<file path="src/hw/rtl/rau_pkg.sv">
// Shared types and constants for the rational arithmetic unit.
package rau_pkg;

  localparam logic [2:0] OP_ADD = 3'd0;
  localparam logic [2:0] OP_SUB = 3'd1;
  localparam logic [2:0] OP_MUL = 3'd2;
  localparam logic [2:0] OP_DIV = 3'd3;
  localparam logic [2:0] OP_CMP = 3'd4;
  localparam logic [2:0] OP_NEG = 3'd5;
  localparam logic [2:0] OP_NRM = 3'd6;
  localparam logic [2:0] OP_NOP = 3'd7;

  localparam logic [1:0] ST_OK   = 2'd0;
  localparam logic [1:0] ST_OVF  = 2'd1;
  localparam logic [1:0] ST_ZERO = 2'd2;

  typedef struct packed {
    logic load;
    logic mul_start;
    logic mul_sel_b;
    logic sum_load;
    logic gcd_start;
    logic gcd_step;
    logic div_start;
    logic div_step;
    logic finish;
  } rau_cmd_t;

  typedef struct packed {
    logic trivial;
    logic gcd_done;
    logic div_done;
  } rau_stat_t;

endpackage

</file>
<file path="src/hw/rtl/rau_ctrl.sv">
// Controller state machine sequencing one item through the datapath.
module rau_ctrl (
  input  logic               clk,
  input  logic               rst,
  input  logic               in_fire,
  input  logic               out_fire,
  output logic               busy,
  output logic               out_valid,
  output rau_pkg::rau_cmd_t  cmd,
  input  rau_pkg::rau_stat_t stat
);

  typedef enum logic [8:0] {
    S_IDLE = 9'b000000001,
    S_PREP = 9'b000000010,
    S_MUL  = 9'b000000100,
    S_SUM  = 9'b000001000,
    S_GINI = 9'b000010000,
    S_GCD  = 9'b000100000,
    S_DIV  = 9'b001000000,
    S_DIV2 = 9'b010000000,
    S_OUT  = 9'b100000000
  } state_t;

  state_t state, state_next;
  logic   pend;

  always_comb begin
    cmd = '0;
    state_next = state;
    case (state)
      S_IDLE: if (in_fire) begin
        cmd.load = 1'b1;
        state_next = S_PREP;
      end
      S_PREP: begin
        cmd.mul_start = 1'b1;
        state_next = S_MUL;
      end
      S_MUL: begin
        cmd.mul_sel_b = 1'b1;
        state_next = S_SUM;
      end
      S_SUM: begin
        cmd.sum_load = 1'b1;
        state_next = S_GINI;
      end
      S_GINI: begin
        if (stat.trivial) begin
          cmd.finish = 1'b1;
          state_next = S_OUT;
        end else begin
          cmd.gcd_start = 1'b1;
          state_next = S_GCD;
        end
      end
      S_GCD: begin
        if (stat.gcd_done) begin
          cmd.div_start = 1'b1;
          state_next = S_DIV;
        end else begin
          cmd.gcd_step = 1'b1;
        end
      end
      S_DIV: begin
        cmd.div_step = 1'b1;
        if (stat.div_done) begin
          state_next = S_DIV2;
        end
      end
      S_DIV2: begin
        cmd.div_start = 1'b1;
        state_next = S_OUT;
      end
      S_OUT: begin
        if (!pend) begin
          cmd.div_step = 1'b1;
          if (stat.div_done) begin
            cmd.finish = 1'b1;
            state_next = S_IDLE;
          end
        end else if (out_fire) begin
          state_next = S_IDLE;
        end
      end
      default: state_next = S_IDLE;
    endcase
  end

  always_ff @(posedge clk) begin
    if (rst) begin
      state <= S_IDLE;
      pend  <= 1'b0;
    end else begin
      state <= state_next;
      if (state == S_GINI && stat.trivial) begin
        pend <= 1'b1;
      end else if (state == S_OUT && out_fire) begin
        pend <= 1'b0;
      end
    end
  end

  logic vld;
  always_ff @(posedge clk) begin
    if (rst) begin
      vld <= 1'b0;
    end else if (cmd.finish) begin
      vld <= 1'b1;
    end else if (out_fire) begin
      vld <= 1'b0;
    end
  end

  assign out_valid = vld;
  assign busy = (state != S_IDLE) || (vld && !out_fire);

endmodule
</file>
<file path="config.mk">
export PLATFORM = sky130hd
export DESIGN_NAME = rau_ctrl
export DESIGN_NICKNAME = d
export VERILOG_FILES = /design/src/hw/rtl/rau_pkg.sv /design/src/hw/rtl/rau_ctrl.sv
export SDC_FILE = /design/constraint.sdc
export NUM_CORES = 1
export LEC_CHECK = 0
export ABC_CLOCK_PERIOD_IN_PS = 3000
export BUFFER_PORTS_ARGS = -buffer_cell sky130_fd_sc_hd__buf_2
export CAP_MARGIN = 10
export CORE_ASPECT_RATIO = 1.25
export CORE_MARGIN = 8
export CORE_UTILIZATION = 35
export CTS_CLUSTER_SIZE = 16
export DETAILED_ROUTE_END_ITERATION = 12
export SETUP_SLACK_MARGIN = 0.1
export SYNTH_ARGS = -nofsm -noshare
export SYNTH_HDL_FRONTEND = slang
export SYNTH_SLANG_ARGS = --single-unit
</file>
<file path="constraint.sdc">
create_clock -name clk -period 3 [get_ports clk]
set_input_delay 0.6 -clock clk [delete_from_list [all_inputs] [get_ports clk]]
set_output_delay 0.6 -clock clk [all_outputs]
set_load 0.1 [all_outputs]
</file>
==> impl_metrics.toml <==
[clock_network]
cts_buffers = 3
insertion_delay_ps = 270
cts_buffer_depth = 2
cts_tree = "built"
cts_sinks = 11
clkTransAtPathRegs_ps = 70
cts-root-buf = "clkbuf_4"
cts_htree_levels = 1

[place]
gp_congestion = 0.8861
preCtsSetupSlack_ps = 398.7
dp_hpwl_um = 1534
dp_cells = 133
portBuffers = 17

[cells_and_area]
nNetsFinal = 125
final_cells = 137
final_common_cell = "buf_2"
diodes = 0
mostFrequentLayoutCells = "15 x buf_2, 13 x nor2_1, 11 x dfxtp_1"
fillers = 212
area_growth_pct = 25.17
drive_gt1_frac = 0.2735

[worst_setup_path]
setup.worst_path.start_class = "flip-flop"
cp.arrival_ps = 2170
r2r-end = "state[0]$_SDFFE_PP1P_"
critPathRequiredTime_ps = 2400
reg2reg_from = "state[3]$_SDFFE_PP0P_"
crit_type = "reg -> out"
rr_worst_depth = 5
cp_max_fo = 6
cp-end-kind = "primary output"
rrSetupSlack_ps = 800

[pwr]
powerDensity_nw_per_um2 = 494.3
vdd_drop_max_mv = 0.4003
p_int_w = 0.0002684
switching_power_w = 0.0001805
pwr-share-comb = 0.401
p_leak_nw = 0.4024
clkPwrFrac = 0.224
power_w = 0.0004490
power_frac_seq = 0.375
sw_frac_of_total = 0.4021

[synth]
synthCells = 97
syn_avg_cell_area_sq_um = 7.481
yosysTopAreaCell = "dfxtp_1"
synth_cell_type_count = 32
synth_seq_area_share = 0.3034
yosysWarningCount = 0
synth_area_leaders = "dfxtp_1 30%, nor2_1 7.2%, nand4b_1 6.0%"
ys_ff_latch = 11
synth_top_area_share = 0.3034
syn-num-nets = 104
syn_area_sq_um = 725.7

[timing]
setup_viol = 0
period_minus_slack_ps = 2770
slew_violations = 0
fin_tns_setup_ps = 0
slew-limit-headroom = 0.6207
finClkSkew_ps = 0.8635
period_share = 0.9234
grt_setup_unrepaired = "true"
hold_ws_ps = 494.2
hold_viol = 0
tightest_slew_ps = 563.7
timing.fmax_ghz = 0.3610
worst_slack_ps = 229.8

[routing]
drc = 0
firstDrtPassIters = 4
ant_nets = 0
vias_per_cell = 5.737
avgRoutedWirePerCell_um = 14.24
vias = 786
first_iter_violations = 13
drt-total-wl_um = 1951

[floorplanning]
die_x_um = 56.73
design.core.area_sq_um = 1959
initial_core_util = 0.3704
dieArea_sq_um = 3795
die_height_um = 66.91
rows = 18
io_pins = 18

[global_routing]
antenna_found_initial = 0
grt_max_degree = 12
grt_first_pass_wirelength_um = 3367
grt_overflow = 0
grt_pass1_vias = 781
track_usage = 0.1075

[run]
maxCapViolCount = 0

[run_status]
status = "finished, final reports clean"

[hold_path]
holdPathStages = 2
hp-class = "reg -> reg"
min_from = "pend$_SDFFE_PP0P_"
worst_hold_path.endpoint = "pend$_SDFFE_PP0P_"
timing repair:
item                                    CTS  global route
setup buffers                             0             0
endpoints found under the setup margin    2             2
hold buffers                              0             0
pin swaps                                 0             0
resized for setup                         2             2
hold endpoints to repair                  0             0
worst max-delay path: stages (launching register included):
cell and delay [ps]:
dfxtp_1 360, or3_1 490, nor4_4 210, nor4bb_2 320, buf_4 170, and2_1 160
buf_12 180
sequential cells by signal, summed over array words and instances (netlist names):
signal     cells
state          9
out_valid      1
pend           1
synthesized netlist by cell type (all sizes together):
| master | instances |
|---|---|
| nor2 | 14 |
| dfxtp | 11 |
| nand2 | 8 |
| inv | 7 |
| nand4b | 5 |
| nor3 | 5 |
| o21ai | 5 |
| a21oi | 4 |
| nand3 | 4 |
| nand4 | 4 |
| nor4 | 4 |
| clkbuf | 3 |
| or4 | 3 |
| buf | 2 |
| nand2b | 2 |
| or3 | 2 |
| xnor2 | 2 |
| a2111oi | 1 |
| a211o | 1 |
| a31oi | 1 |
| and2 | 1 |
| nand3b | 1 |
| nor2b | 1 |
| nor3b | 1 |
| nor4b | 1 |
| nor4bb | 1 |
| o211ai | 1 |
| o21ba | 1 |
| or4bb | 1 |
cell type report:
cell class                 count  area [sq um]  area share
clock buffer                   4         26.28     0.02893
inverter                       7         26.28     0.02893
multi-input combinational     74         478.0      0.5262
sequential                    11         220.2      0.2424
tap                           20         25.02     0.02755
timing repair buffer          21         132.6      0.1460
through the flow:
| stage | utilization | instance area [sq um] |
|---|---|---|
| 4_1_cts | 0.4559 | 893.4 |
| 3_3_place_gp | 0.4381 | 858.3 |
| 2_1_floorplan | - | 733.2 |
| 6_report | 0.4636 | 908.4 |
| 3_5_place_dp | 0.4381 | 858.3 |
| 5_1_grt | 0.4636 | 908.4 |
cell families after synthesis:
family,share of synthesized area
buffers and inverters,0.07759
XOR/XNOR,0.02414
AND/OR/NAND/NOR,0.4603
flip-flops,0.3034
AO/OA/AOI/OAI,0.1345
worst max-delay path by stage:
stage,startpoint,endpoint,slack (ps),cells past startpoint
floorplan,state[6]$_SDFFE_PP0P_,cmd[8],110,4
detailed placement,state[4]$_SDFFE_PP0P_,cmd[8],400,6
global placement,state[3]$_SDFFE_PP0P_,cmd[1],410,4
global route,state[1]$_SDFFE_PP0P_,cmd[3],90,4
CTS,state[6]$_SDFFE_PP0P_,cmd[8],200,6
finish,state[4]$_SDFFE_PP0P_,cmd[8],230,6
routing by layer:
metal / track usage / wire length (um)
met3: 0.02662 / 113
met5: 0 / 0
met2: 0.1731 / 930
met4: 0.07831 / 53
met1: 0.1207 / 853
power by group through the flow:
| stage | clock (W) | combinational [W] | sequential [W] |
|---|---|---|---|
| global route | 0.000113 | 0.000194 | 0.000169 |
| CTS | 0.000108 | 0.000176 | 0.000166 |
| global placement | 0 | 0.000175 | 0.000170 |
| finish | 0.000101 | 0.000180 | 0.000168 |
| floorplan | 0 | 0.000130 | 0.000164 |
| detailed placement | 0 | 0.000174 | 0.000170 |
Power figures use the tool's default switching activity.
